===== src/hdl/sbs_pkg.sv =====
// Shared constants for the sorted table search core.
// No dependencies; imported by every other file of the block but the defines header.
package sbs_pkg;

  localparam int FUNC_W  = 1;
  localparam int INDEX_W = 10;
  localparam int KEY_W   = 64;
  localparam int POS_W   = 10;
  localparam int COUNT_W = 11;

  localparam int APB_DATA_W = 32;
  localparam int APB_ADDR_W = 3;

  // Function codes of a command item.
  localparam logic [FUNC_W-1:0] FUNC_WRITE  = 1'b0;
  localparam logic [FUNC_W-1:0] FUNC_SEARCH = 1'b1;

  // Register word index, taken from paddr above the byte bits.
  localparam logic [APB_ADDR_W-3:0] REG_WORD_COUNT = 1'b0;

endpackage


===== src/hdl/sbs_cfg.sv =====
// APB register block holding the word_count register.
// Depends on sbs_pkg for register index and widths.
module sbs_cfg (
  input  logic                          clk,
  input  logic                          rst,
  input  logic                          psel,
  input  logic                          penable,
  input  logic                          pwrite,
  input  logic [sbs_pkg::APB_ADDR_W-1:0] paddr,
  input  logic [sbs_pkg::APB_DATA_W-1:0] pwdata,
  output logic [sbs_pkg::APB_DATA_W-1:0] prdata,
  output logic                          pready,
  output logic [sbs_pkg::COUNT_W-1:0]    word_count
);
  import sbs_pkg::*;

  logic wr_hit;

  assign pready = 1'b1;
  assign wr_hit = psel && penable && pwrite && pready &&
                  (paddr[APB_ADDR_W-1:2] == REG_WORD_COUNT);

  always_ff @(posedge clk) begin
    if (rst) begin
      word_count <= '0;
    end else if (wr_hit) begin
      word_count <= pwdata[COUNT_W-1:0];
    end
  end

  always_comb begin
    if (paddr[APB_ADDR_W-1:2] == REG_WORD_COUNT) begin
      prdata = APB_DATA_W'(word_count);
    end else begin
      prdata = '0;
    end
  end

endmodule


===== config.mk =====
export PLATFORM = sky130hd
export DESIGN_NAME = sbs_cfg
export DESIGN_NICKNAME = d
export VERILOG_FILES = /design/src/hdl/sbs_pkg.sv /design/src/hdl/sbs_cfg.sv
export SDC_FILE = /design/constraint.sdc
export NUM_CORES = 1
export LEC_CHECK = 0
export BUFFER_PORTS_ARGS = -buffer_cell sky130_fd_sc_hd__buf_4
export CAP_MARGIN = 40
export CORE_MARGIN = 2
export CORE_UTILIZATION = 33
export DETAILED_ROUTE_END_ITERATION = 10
export HOLD_SLACK_MARGIN = 0.08
export PLACE_DENSITY_LB_ADDON = 0.05
export SETUP_SLACK_MARGIN = 0.15
export SLEW_MARGIN = 15
export SYNTH_ARGS = -nofsm -noshare
export SYNTH_HDL_FRONTEND = slang
export SYNTH_SLANG_ARGS = --single-unit

===== constraint.sdc =====
create_clock -name clk -period 1 [get_ports clk]
set_input_delay 0.2 -clock clk [delete_from_list [all_inputs] [get_ports clk]]
set_output_delay 0.2 -clock clk [all_outputs]
set_load 0.01 [all_outputs]

### After elaboration in Yosys (flattened, before gate mapping)

Index checks and enable logic that the tools add are counted.

| operators by class | value |
|---|---|
| multiplexer cells | 1 |
| reduce and logical (&&, ||, !) cells | 3 |
| bitwise operators | 1 |

Operator list:

| cell | number |
|---|---|
| two-way mux 11 bit | 1 |
| logical AND 1 bit | 3 |
| NOT 1 bit | 1 |

| storage, ports and cells | value |
|---|---|
| bits in registers | 11 |
| input bits | 40 |
| word-level logic and storage cells | 6 |

### Logic depth before layout (Yosys ltp)

| logic depth | value |
|---|---|
| depth in word-level cells | 3 |
| gate-level depth with buffers | 3 |
| depth with buffers taken out | 2 |

### Least setup slack after synthesis

Ideal clock, no wire load.

| timing path | value |
|---|---|
| kind | input-to-reg |
| start point | input paddr[2] (netlist bit) |
| end point | register word_count[0] (netlist bit) |
| arrival | 0.821 ns |
| slack | 0.107 ns |
| cell stages on the path | 3 |
| data required time | 0.928 ns |
| path through | and4b_4 buf_12 mux2i_1 |

| on the way | value |
|---|---|
| cells in the longest elaborated chain, start to end | 2 |

RTL lines:

| what | RTL line | source |
|---|---|---|
| start, declared | sbs_cfg.sv:9 | `input logic [sbs_pkg::APB_ADDR_W-1:0] paddr,` |
| NOT 1 bit | -- |  |
| logical AND 1 bit | sbs_cfg.sv:20 | `assign wr_hit = psel && penable && pwrite && pready &&` |
| end signal, assigned | sbs_cfg.sv:27 | `word_count <= pwdata[COUNT_W-1:0];` |
| end, declared | sbs_cfg.sv:13 | `output logic [sbs_pkg::COUNT_W-1:0] word_count` |

No other way between the ends.
A chain may end at the register's enable or synchronous reset.

### Final worst setup path

| timing path | value |
|---|---|
| start point | register word_count[4] (netlist bit) |
| end point | output prdata[4] (netlist bit) |

| on the way | value |
|---|---|
| cells in the longest elaborated chain, start to end | 1 |

RTL lines:

| what | RTL line | source |
|---|---|---|
| two-way mux 11 bit | sbs_cfg.sv:32 | `if (paddr[APB_ADDR_W-1:2] == REG_WORD_COUNT) begin` |
| end, declared | sbs_cfg.sv:11 | `output logic [sbs_pkg::APB_DATA_W-1:0] prdata,` |

No other way between the ends.

==> flow_metrics.tcl <==
set metrics [dict create \
    critical_path.reg2reg.endpoint "word_count[0]" \
    die_y_um 51.9 \
    grt_start_max_net_pins 23 \
    core_um2 2190 \
    drt-initial-drc-count 5 \
    r2r_slack_ns 0.20 \
    final_common_cell "buf_4" \
    reg2regPathDepth 4 \
    grt_remaining_overflow 0 \
    grt_setup_unrepaired "yes" \
    crit-reg2reg-launch "word_count[0]" \
    vias 642 \
    numCtsBuffers 3 \
    hold_class "input port to flop" \
    postRouteAntennaNets 0 \
    cts_sinks 11 \
    setup_violations 16 \
    top_regs "word_count x11" \
    rows 17 \
    end_kind "output port" \
    clock_skew_ns 0 \
    failed_checks "setup timing" \
    final_cell_mix "buf_4 (32), nand2b_1 (22), conb_1 (22)" \
    cts.reportedPaths.clkPinSlew_ns 0.08 \
    critPathKind "flop to output port" \
    total_power_w 0.000986 \
    finalCriticalPeriod_ns 1.07 \
    cts.hold.buffers_added 0 \
    cp_slowest_cell "dfxtp_2" \
    synthesis.area_um2 757 \
    root_buffer "clkbuf_4" \
    viasPerCell 3.99 \
    initial_core_util_pct 34.6 \
    crit_arrival_ns 0.87 \
    regArea_um2 234 \
    nets 174 \
    cp_top_family "flip-flops" \
    fin_crit_sh_pct 107 \
    worstSetupPathDepth 2 \
    grt_pass1_vias 526 \
    gp_congestion 0.621 \
    drc 0 \
    htree_levels 1 \
    antennaDiodeCount 0 \
    grt_pass1_wl_mm 2.34 \
    tritoncts "yes" \
    placed_cell_area_um2 962 \
    syn_to_final_growth_pct 57.7 \
    power_per_cell_area_nw_per_um2 826 \
    critPathRequiredTime_ns 0.80 \
    final_area_um2 1190 \
    wl_per_cell_um 10.8 \
    crit_path_end "prdata[4]" \
    status "finished, violations left" \
    multi_input_area_um2 455 \
    path_buf_inv 1 \
    dp_hpwl_mm 1.04 \
    ys_warn_count 0 \
    clock_path_buffers 2 \
    port_buffers 38 \
    antenna_found_initial 0 \
    max_freq_mhz 935 \
    hold_violations 0 \
    drtPass1Iterations 3 \
    pre_cts_slack_ns -0.0931 \
    worstPathCellList "nor2b_1 > buf_4" \
    syn_inst 84 \
    layout-drive-gt1-share_pct 52.6 \
    hold_ws_ns 0.186 \
    avgSynthCellArea_um2 9.01 \
    peakVddDrop_uv 552 \
    die_w_um 51.9 \
    fp.dieArea_um2 2690 \
    largest_reg_flops 11 \
    p_leak_nw 0.561 \
    nFillCells 225 \
    yosysSeqAreaShare_pct 29.1 \
    setup_ws_ns -0.0695 \
    crit_path_start "word_count[4]" \
    cp_max_fo 3 \
    critPathMaxStageDelay_ns 0.35 \
    regMostFlops "word_count" \
    cp-start-kind "flop" \
    synth_cell_types 11 \
    yosys_register_bits 11 \
    finalMaxSlewViolations 0 \
    clk_latency_ns 0.27 \
    routed_wl_mm 1.74 \
    max_cap_viol_count 0 \
    ios 84 \
    track_usage_pct 12.5 \
]
-- per-layer routing --
metal,wire [um],part of all wire [%],track usage (%),vias up
met2,818,47,21.1,33
met1,757,44,13.3,291
met5,0,0,0,-
met3,143,8.2,2.87,2
li1,-,-,-,316
met4,16,0.92,9.21,0
-- power breakdown --
part / leakage, nW / switching [W] / internal (W)
logic: 0.452 / 0.000103 / 0.000114
clock network: 0.0150 / 0.000159 / 0.000154
registers: 0.0944 / 0.00000736 / 0.000449
-- how the worst min path moves through the flow --
stage	startpoint	endpoint	slack (ns)	cells after the start
after floorplan	pwdata[10]	word_count[10]	0.35	2
after global placement	pwdata[8]	word_count[8]	0.47	3
after detailed placement	word_count[5]	word_count[5]	0.48	2
after CTS	pwdata[6]	word_count[6]	0.17	3
after global routing	pwdata[10]	word_count[10]	0.17	3
final	pwdata[5]	word_count[5]	0.19	3
-- synthesized netlist by cell type --
| cell | instances | share of area [%] |
|---|---|---|
| buf_4 | 22 | 22 |
| mux2i_1 | 11 | 15 |
| and4b_4 | 1 | 1.8 |
| conb_1 | 2 | 0.99 |
| nand2b_1 | 22 | 18 |
| and2b_1 | 1 | 0.99 |
| buf_12 | 1 | 2.6 |
| nor2b_1 | 10 | 8.3 |
| buf_2 | 1 | 0.66 |
| dfxtp_1 | 11 | 29 |
| clkbuf_1 | 2 | 0.99 |
-- layout make-up --
cell class	instances	area share (%)
clock buffer	4	2.20
timing repair buffer	50	37.1
sequential	11	19.6
tap	28	2.94
multi-input combinational	68	38.2
-- cell families after synthesis --
group | after synthesis | synth area share [%]
other | 2 | 0.992
and+or+nand+nor | 34 | 29.3
muxes | 11 | 14.5
DFF | 11 | 29.1
buffers and inverters | 26 | 26.1
-- worst register-to-register path: cells and delay by family (launching register included) --
family / cells / cell delay (ns)
buf+inv: 2 / 0.23
mux: 1 / 0.06
simple gates: 1 / 0.06
flops: 1 / 0.33
-- stage by stage --
step	setup TNS (ns)	std cells	util [%]
finish	-0.711	161	54.5
global placement	-0.756	145	43.9
CTS	-0.932	153	49.2
floorplan	0	104	-
global route	-1.44	161	54.5
detailed placement	-0.886	145	43.9
-- repair_timing --
action,in CTS,in global routing
buffers inserted,4,7
pin swaps,0,0
gates resized for setup,23,14
setup endpoints to repair,22,23
gates cloned,0,1
Power figures use the tool's default switching activity.
