--- src/hdl/sbs_pkg.sv ---
// Shared constants for the sorted table search core.
// No dependencies; imported by every other file of the block but the defines header.
package sbs_pkg;

  localparam int FUNC_W  = 1;
  localparam int INDEX_W = 10;
  localparam int KEY_W   = 64;
  localparam int POS_W   = 10;
  localparam int COUNT_W = 11;

  localparam int APB_DATA_W = 32;
  localparam int APB_ADDR_W = 3;

  // Function codes of a command item.
  localparam logic [FUNC_W-1:0] FUNC_WRITE  = 1'b0;
  localparam logic [FUNC_W-1:0] FUNC_SEARCH = 1'b1;

  // Register word index, taken from paddr above the byte bits.
  localparam logic [APB_ADDR_W-3:0] REG_WORD_COUNT = 1'b0;

endpackage

--- src/hdl/sbs_if.sv ---
// Valid/ready channel interfaces for commands and search responses.
// Depends on sbs_pkg for the field widths.
interface sbs_cmd_if;
  import sbs_pkg::*;
  logic               valid;
  logic               ready;
  logic [FUNC_W-1:0]  func;
  logic [INDEX_W-1:0] index;
  logic [KEY_W-1:0]   key;

  modport source (output valid, func, index, key, input ready);
  modport sink (input valid, func, index, key, output ready);
endinterface

interface sbs_rsp_if;
  import sbs_pkg::*;
  logic             valid;
  logic             ready;
  logic             found;
  logic [POS_W-1:0] position;

  modport source (output valid, found, position, input ready);
  modport sink (input valid, found, position, output ready);
endinterface

--- src/hdl/sbs_ctrl.sv ---
// Command sequencer: table writes and the probe loop of a lookup.
// Depends on sbs_pkg and the channel interfaces; drives the table memory.
module sbs_ctrl #(
  parameter int TABLE_DEPTH = 1024,
  localparam int AW = $clog2(TABLE_DEPTH),
  localparam int NW = $clog2(TABLE_DEPTH + 1)
) (
  input  logic                      clk,
  input  logic                      rst,
  input  logic [sbs_pkg::COUNT_W-1:0] word_count,
  sbs_cmd_if.sink                   cmd,
  sbs_rsp_if.source                 rsp,
  output logic                      wr_en,
  output logic [AW-1:0]             wr_addr,
  output logic [sbs_pkg::KEY_W-1:0] wr_data,
  output logic                      rd_en,
  output logic [AW-1:0]             rd_addr,
  input  logic [sbs_pkg::KEY_W-1:0] rd_data
);
  import sbs_pkg::*;

  typedef enum logic [1:0] {ST_IDLE, ST_SEARCH, ST_FINISH} state_t;

  state_t           state;
  logic [KEY_W-1:0] key_q;
  logic [NW-1:0]    low;
  logic [NW-1:0]    hi_excl;   // one past the inclusive upper bound
  logic [NW-1:0]    mid;
  logic             hit;

  logic [NW-1:0]    used;
  logic [NW-1:0]    first_mid;
  logic [NW:0]      sum_lo;
  logic [NW:0]      sum_hi;
  logic [NW-1:0]    mid_lo;
  logic [NW-1:0]    mid_hi;
  logic [NW-1:0]    mid_p1;
  logic             key_eq;
  logic             key_lt;
  logic             done_lt;
  logic             done_gt;
  logic             start;
  logic             rsp_load;

  always_comb begin
    if (32'(word_count) > 32'(TABLE_DEPTH)) begin
      used = NW'(TABLE_DEPTH);
    end else begin
      used = NW'(word_count);
    end
  end

  assign first_mid = (used - 1'b1) >> 1;

  // Both possible next midpoints are formed from registered bounds while
  // the key compare runs, so the compare only selects between them.
  assign sum_lo  = {1'b0, low} + {1'b0, mid} - 1'b1;
  assign sum_hi  = {1'b0, mid} + {1'b0, hi_excl};
  assign mid_lo  = sum_lo[NW:1];
  assign mid_hi  = sum_hi[NW:1];
  assign mid_p1  = mid + 1'b1;
  assign key_eq  = (key_q == rd_data);
  assign key_lt  = (key_q < rd_data);
  assign done_lt = (low >= mid);
  assign done_gt = (mid_p1 >= hi_excl);

  assign cmd.ready = (state == ST_IDLE);
  assign start     = cmd.valid && (state == ST_IDLE) && (cmd.func == FUNC_SEARCH);

  // The output register takes a new result when it is empty or being drained.
  assign rsp_load  = (state == ST_FINISH) && (!rsp.valid || rsp.ready);

  assign wr_en   = cmd.valid && (state == ST_IDLE) && (cmd.func == FUNC_WRITE) &&
                   (32'(cmd.index) < 32'(TABLE_DEPTH));
  assign wr_addr = AW'(cmd.index);
  assign wr_data = cmd.key;

  always_comb begin
    rd_en   = 1'b0;
    rd_addr = AW'(first_mid);
    if (state == ST_IDLE) begin
      rd_en = start && (used != '0);
    end else if (state == ST_SEARCH) begin
      rd_en   = !key_eq && (key_lt ? !done_lt : !done_gt);
      rd_addr = key_lt ? AW'(mid_lo) : AW'(mid_hi);
    end
  end

  always_ff @(posedge clk) begin
    if (rst) begin
      state     <= ST_IDLE;
      rsp.valid <= 1'b0;
    end else begin
      if (rsp.valid && rsp.ready && !rsp_load) begin
        rsp.valid <= 1'b0;
      end
      unique case (state)
        ST_IDLE: begin
          if (start) begin
            key_q   <= cmd.key;
            low     <= '0;
            hi_excl <= used;
            mid     <= first_mid;
            hit     <= 1'b0;
            state   <= (used == '0) ? ST_FINISH : ST_SEARCH;
          end
        end
        ST_SEARCH: begin
          if (key_eq) begin
            hit   <= 1'b1;
            state <= ST_FINISH;
          end else if (key_lt) begin
            hi_excl <= mid;
            mid     <= mid_lo;
            if (done_lt) begin
              state <= ST_FINISH;
            end
          end else begin
            low <= mid_p1;
            mid <= mid_hi;
            if (done_gt) begin
              state <= ST_FINISH;
            end
          end
        end
        ST_FINISH: begin
          if (rsp_load) begin
            rsp.valid    <= 1'b1;
            rsp.found    <= hit;
            rsp.position <= hit ? POS_W'(mid) : '0;
            state        <= ST_IDLE;
          end
        end
        default: begin
          state <= ST_IDLE;
        end
      endcase
    end
  end

endmodule

--- src/flat_wrapper.sv ---
// flat-port wrapper written by rule: the top's interface ports become plain ports
module sbs_ctrl_flat import sbs_pkg::*;
#(
  parameter int TABLE_DEPTH = 1024,
  localparam int AW = $clog2(TABLE_DEPTH),
  localparam int NW = $clog2(TABLE_DEPTH + 1)
)
  (clk, rst, word_count, wr_en, wr_addr, wr_data, rd_en, rd_addr, rd_data, cmd_valid, cmd_func, cmd_index, cmd_key, cmd_ready, rsp_valid, rsp_found, rsp_position, rsp_ready);
  sbs_cmd_if cmd_i ();
  sbs_rsp_if rsp_i ();
  input  logic clk;
  input  logic rst;
  input  logic [sbs_pkg::COUNT_W-1:0] word_count;
  output logic wr_en;
  output logic [AW-1:0] wr_addr;
  output logic [sbs_pkg::KEY_W-1:0] wr_data;
  output logic rd_en;
  output logic [AW-1:0] rd_addr;
  input  logic [sbs_pkg::KEY_W-1:0] rd_data;
  input wire logic [$bits(cmd_i.valid)-1:0] cmd_valid;
  input wire logic [$bits(cmd_i.func)-1:0] cmd_func;
  input wire logic [$bits(cmd_i.index)-1:0] cmd_index;
  input wire logic [$bits(cmd_i.key)-1:0] cmd_key;
  output wire logic [$bits(cmd_i.ready)-1:0] cmd_ready;
  output wire logic [$bits(rsp_i.valid)-1:0] rsp_valid;
  output wire logic [$bits(rsp_i.found)-1:0] rsp_found;
  output wire logic [$bits(rsp_i.position)-1:0] rsp_position;
  input wire logic [$bits(rsp_i.ready)-1:0] rsp_ready;
  assign cmd_i.valid = cmd_valid;
  assign cmd_i.func = cmd_func;
  assign cmd_i.index = cmd_index;
  assign cmd_i.key = cmd_key;
  assign cmd_ready = cmd_i.ready;
  assign rsp_valid = rsp_i.valid;
  assign rsp_found = rsp_i.found;
  assign rsp_position = rsp_i.position;
  assign rsp_i.ready = rsp_ready;
  sbs_ctrl #(.TABLE_DEPTH(TABLE_DEPTH)) u_core (.clk(clk), .rst(rst), .word_count(word_count), .cmd(cmd_i), .rsp(rsp_i), .wr_en(wr_en), .wr_addr(wr_addr), .wr_data(wr_data), .rd_en(rd_en), .rd_addr(rd_addr), .rd_data(rd_data));
endmodule
--- config.mk ---
export PLATFORM = sky130hd
export DESIGN_NAME = sbs_ctrl_flat
export DESIGN_NICKNAME = d
export VERILOG_FILES = /design/src/hdl/sbs_pkg.sv /design/src/hdl/sbs_if.sv /design/src/hdl/sbs_ctrl.sv /design/src/flat_wrapper.sv
export SDC_FILE = /design/constraint.sdc
export NUM_CORES = 1
export LEC_CHECK = 0
export BUFFER_PORTS_ARGS = -buffer_cell sky130_fd_sc_hd__buf_2
export CAP_MARGIN = 20
export CORE_MARGIN = 2
export CORE_UTILIZATION = 48
export CTS_BUF_LIST = sky130_fd_sc_hd__clkbuf_16
export CTS_CLUSTER_DIAMETER = 30
export CTS_CLUSTER_SIZE = 16
export DETAILED_ROUTE_END_ITERATION = 6
export GPL_TIMING_DRIVEN = 0
export PLACE_DENSITY = 0.78
export SYNTH_ARGS = -nofsm -noshare
export SYNTH_HDL_FRONTEND = slang
export SYNTH_SLANG_ARGS = --single-unit
--- constraint.sdc ---
create_clock -name clk -period 8.8 [get_ports clk]
set_input_delay 1.76 -clock clk [delete_from_list [all_inputs] [get_ports clk]]
set_output_delay 1.76 -clock clk [all_outputs]
set_load 0.005 [all_outputs]
### Yosys cells after proc, flatten, opt, wreduce, memory -nomap -nowiden

Cells that the tools add are included.

| word-level totals | value |
|---|---|
| flip-flop bits (word level) | 112 |
| input bits | 154 |
| output and inout port bits | 99 |

| cells by class | value |
|---|---|
| reductions and logical operators | 25 |
| muxes and demuxes | 33 |
| bitwise gates (word level) | 2 |
| magnitude comparators | 4 |
| $add $sub $neg | 5 |
| equality and inequality tests | 11 |

Operator list:

| cell | number |
|---|---|
| 11-bit two-way mux | 10 |
| 11-bit case mux with 2 select lines | 3 |
| 64-bit equality test | 1 |
| 64-bit less-than comparator | 1 |
| 10-bit two-way mux | 3 |
| 11-bit by 11-bit adder with 12-bit output | 2 |
| 11-bit >= comparator | 2 |
| 2-bit two-way mux | 7 |
| 4-bit AND reduction | 3 |
| 12-bit by 1-bit subtractor with 12-bit output, second input constant | 1 |
| 11-bit by 1-bit adder with 11-bit output, second input constant | 1 |
| 11-bit greater-than comparator, second input constant | 1 |
| 11-bit zero test | 1 |
| 11-bit nonzero test | 1 |
| 11-bit by 1-bit subtractor with 11-bit output, second input constant | 1 |
| 5-bit AND reduction | 2 |
| 1-bit logical AND | 8 |
| 1-bit two-way mux | 8 |
| 2-bit by 1-bit inequality test with 1-bit output, second input constant | 4 |
| 2-bit case mux with 3 select lines | 1 |
| 3-bit AND reduction | 2 |
| 1-bit zero test | 5 |
| 2-bit inequality test, second input constant | 2 |
| 4-bit by 1-bit inequality test with 1-bit output, second input constant | 1 |
| 8 further kinds | 9 |

### Logic depth before layout (Yosys ltp)

| logic depth | value |
|---|---|
| word-level depth | 8 |
| depth in mapped cells | 13 |
| depth with buffers taken out | 13 |

### Least setup slack after synthesis

No wires, ideal clock.

| path | value |
|---|---|
| path kind | input port to flip-flop |
| from | input port cmd_valid |
| to | register u_core.key_q[0], enable pin |
| required time | 8156 ps |
| path buffers | 0 |
| setup time | 644 ps |
| path slack | 246 ps |
| data arrival time | 7910 ps |
| cell stages on the path | 2 |
| cells stage by stage | nand2_1 -> nor4_1 |

| between the ends | value |
|---|---|
| word-level cells in the longest chain between the ends | 3 |

RTL lines:

| item | line | text |
|---|---|---|
| start: declaration | flat_wrapper.sv:20 | `input wire logic [$bits(cmd_i.valid)-1:0] cmd_valid;` |
| 1-bit logical AND (2 in series) | sbs_ctrl.sv:68 | `assign start = cmd.valid && (state == ST_IDLE) && (cmd.func == FUNC_SEARCH);` |
| 3-bit AND reduction (no line) | - |  |
| end signal: assignment | sbs_ctrl.sv:100 | `key_q <= cmd.key;` |
| end: declaration | sbs_ctrl.sv:25 | `logic [KEY_W-1:0] key_q;` |

Every way passes these cells.
A chain may end at the register's enable or synchronous reset.

### Worst setup path after layout

| path | value |
|---|---|
| from | input port rd_data[50] (netlist name) |
| to | output port rd_addr[2] |

| between the ends | value |
|---|---|
| word-level cells in the longest chain between the ends | 4 |

RTL lines:

| item | line | text |
|---|---|---|
| start: declaration | flat_wrapper.sv:19 | `input logic [sbs_pkg::KEY_W-1:0] rd_data;` |
| 64-bit less-than comparator | sbs_ctrl.sv:63 | `assign key_lt = (key_q < rd_data);` |
| 10-bit two-way mux | sbs_ctrl.sv:85 | `rd_addr = key_lt ? AW'(mid_lo) : AW'(mid_hi);` |
| 10-bit two-way mux | sbs_ctrl.sv:83 | `end else if (state == ST_SEARCH) begin` |
| 10-bit two-way mux | sbs_ctrl.sv:81 | `if (state == ST_IDLE) begin` |
| end: declaration | flat_wrapper.sv:18 | `output logic [AW-1:0] rd_addr;` |

Every way passes these cells.

==> results.toml <==
[power_and_ir_drop]
peakVddDrop_mv = 0.09142
power_density_nw_per_um2 = 147.5
power_leakage_nw = 4.909

[grt]
grt_pass1_wl_um = 31360
grt-ovfl-total = 0
grt_pass1_vias = 6412
grt_usage_pct = 22.45
antenna_found_initial = 1
grt_max_degree = 21

[die]
pin_count = 253
die_w_um = 135.0
coreArea_um2 = 16700
die_y_um = 135.0
dieArea_um2 = 18240
rows = 47
start_util_pct = 49.36

[clocking]
cts_num_sinks = 112
cts_setup_buffers = 0
root_buffer = "clkbuf_16"
htreeDepth = 3
clkTransAtPathRegs_ns = 0.07
hold_buffers = 0
cts_resized = 0
cts_made_buffers = 9
cts_tree = "built"
clock_path_buffers = 2
clock_latency_ns = 0.36

[setup_path]
required_ns = 7.04
worstSetupEndpointType = "output pin"
path_max_fanout = 10
rrSetupSlack_ns = 5.07
critPathKind = "input pin to output pin"
crit_arrival_ns = 4.84
setup.worst_path.start_class = "input pin"

[layout]
area_growth_syn_to_layout_pct = 22.77
layout_commonest_cell = "buf_2"
design_area_um2 = 10120
layout_common_cells = "buf_2 (243), inv_1 (126), ha_1 (120)"
fill_cells = 1433
nets = 1361
drive_gt1_share_pct = 32.39

[timing]
fmax_mhz = 151.5
slew_headroom_pct = 49.29
hold_violations = 0
setup_violations = 0
period_minus_slack_ns = 6.599
setup_ws_ns = 2.201
fin_skew_ns = 0.01316
slew_violations = 0
min_period_over_period_pct = 74.98
worst_pin_slew_ns = 0.7543
rsz0062_at_grt = "false"

[drt]
vias = 6725
first_pass_iters = 5
wl_per_cell_um = 15.66
drt_iter0_markers = 349
drc = 0
viasPerCell = 5.130
wl_um = 20520
ant_nets = 0

[placement]
io_buffer_count = 242
hpwl_um = 17100
routabilityCongestion = 0.9194
dpl_worst_slack_ns = 2.252
placed_area_um2 = 9823

[yosys]
synth_warnings = 0
synth_edf_count = 109
syn_area_um2 = 8243
synthDistinctLibCells = 56
ys_seq_area_share_pct = 40.44
synth_fp_nets = 1097
synthCells = 821
synth_seq_cells = 112
synth.avg_cell_area_um2 = 10.04
async_flop_share_pct = 0
synth_ff_type = "edfxtp_1"

[run_status]
status = "finished, final reports clean"

[flow_run]
maxCapViolCount = 0

[worst_hold_path]
min_path_type = "flop to flop"
[report_power, final]
| part | total [W] | switching [W] | internal (W) |
|---|---|---|---|
| combinational | 0.000450 | 0.000247 | 0.000202 |
| clock | 0.000405 | 0.000206 | 0.000198 |
| sequential | 0.000638 | 0.0000166 | 0.000622 |
| total | 0.00149 | 0.000470 | 0.00102 |
[routing by layer]
layer,share of wire [%],up-vias,wire length [um],global-route usage [%]
met3,6.8,39,1386,4.542
li1,-,3351,-,-
met4,2.3,0,473,6.713
met1,44,3074,8964,29.69
met2,47,261,9700,37.39
met5,0,-,0,0
[cells in the mapped netlist, types with 3 or more instances]
cell       count  share of area (%)
a211o_1        3               0.32
dfxtp_1        3               0.73
mux2i_1       11                1.3
a2111oi_0      4               0.42
nor2b_1        5               0.38
ha_1         120                 18
o21ai_0       42                2.6
edfxtp_1     109                 40
and2_1        21                1.6
nand2_1       33                1.5
a21boi_0       3               0.27
a21oi_1       50                3.0
xnor2_1       24                2.6
nor3_1        16               0.97
buf_4         74                6.7
a211oi_1       5               0.46
nand3b_1       6               0.55
clkbuf_1      10               0.46
nand4_1       16                1.2
a21o_1        11                1.0
and3_1         3               0.23
nand2b_1      12               0.91
nor2_1        27                1.2
xor2_1         4               0.42
nor3b_1        5               0.46
nor4b_1        3               0.32
nor4_1         7               0.53
a31oi_1        3               0.23
or3_1          6               0.46
inv_1        126                5.7
o211ai_1       7               0.64
nand3_1       19                1.2
a22oi_1        4               0.36
[registers in the layout, indices dropped and copies added (netlist names)]
signal / cells
u_core.hi_excl: 11
u_core.mid: 11
u_core.state: 2
u_core.rsp.found: 1
u_core.hit: 1
u_core.low: 11
u_core.rsp.position: 10
u_core.rsp.valid: 1
u_core.key_q: 64
[cell families after synthesis]
family	synth area share (%)
buffers and inverters	13.08
and+or+nand+nor	12.33
AOI/OAI and AO/OA	11.14
adders and majority gates	18.70
DFF	40.44
xor gates and xnor gates	2.975
muxes	1.336
[critical path, cell delays in order]
cell	delay, ns
buf_2	0.08
inv_1	0.04
ha_1	0.30
and4_1	0.19
nor3b_1	0.34
and4b_1	0.31
nand2_1	0.14
o211a_1	0.28
nand2_1	0.35
buf_2	0.41
mux2i_1	0.36
a21oi_1	0.11
buf_2	0.16
[final timing paths]
| path | startpoint | cells past startpoint | endpoint |
|---|---|---|---|
| setup / recovery | rd_data[50] | 13 | rd_addr[2] |
| hold / removal | u_core.rsp.valid$_SDFF_PP0_ | 2 | u_core.rsp.valid$_SDFF_PP0_ |
| setup reg to reg | u_core.mid[1]$_DFFE_PP_ | 13 | u_core.mid[8]$_DFFE_PP_ |
| hold reg to reg | u_core.rsp.valid$_SDFF_PP0_ | 2 | u_core.rsp.valid$_SDFF_PP0_ |
[through the flow]
step	std cells	util [%]	hold WS (ns)	power (W)	setup TNS [ns]
after floorplan	821	-	0.4953	0.0009343	0
after global placement	1283	58.26	0.5244	0.001080	-143.36
after detailed placement	1293	58.82	0.5224	0.001094	0
after CTS	1309	60.51	0.5399	0.001498	0
after global routing	1311	60.59	0.5702	0.001573	0
final	1311	60.59	0.5508	0.001493	0
[area by class of cell]
cell class / count / area [um2] / area share, %
clock buffers: 9 / 225.2 / 2.226
diodes: 1 / 2.502 / 0.02473
flip-flops and latches: 112 / 3333 / 32.94
multi-input cells: 497 / 3842 / 37.97
well taps: 220 / 275.3 / 2.720
plain buffers: 86 / 605.6 / 5.984
inverters: 126 / 473.0 / 4.674
clock inverters: 7 / 57.56 / 0.5687
repair buffers: 253 / 1305 / 12.90
No activity file was read; power rests on OpenSTA's default activity.
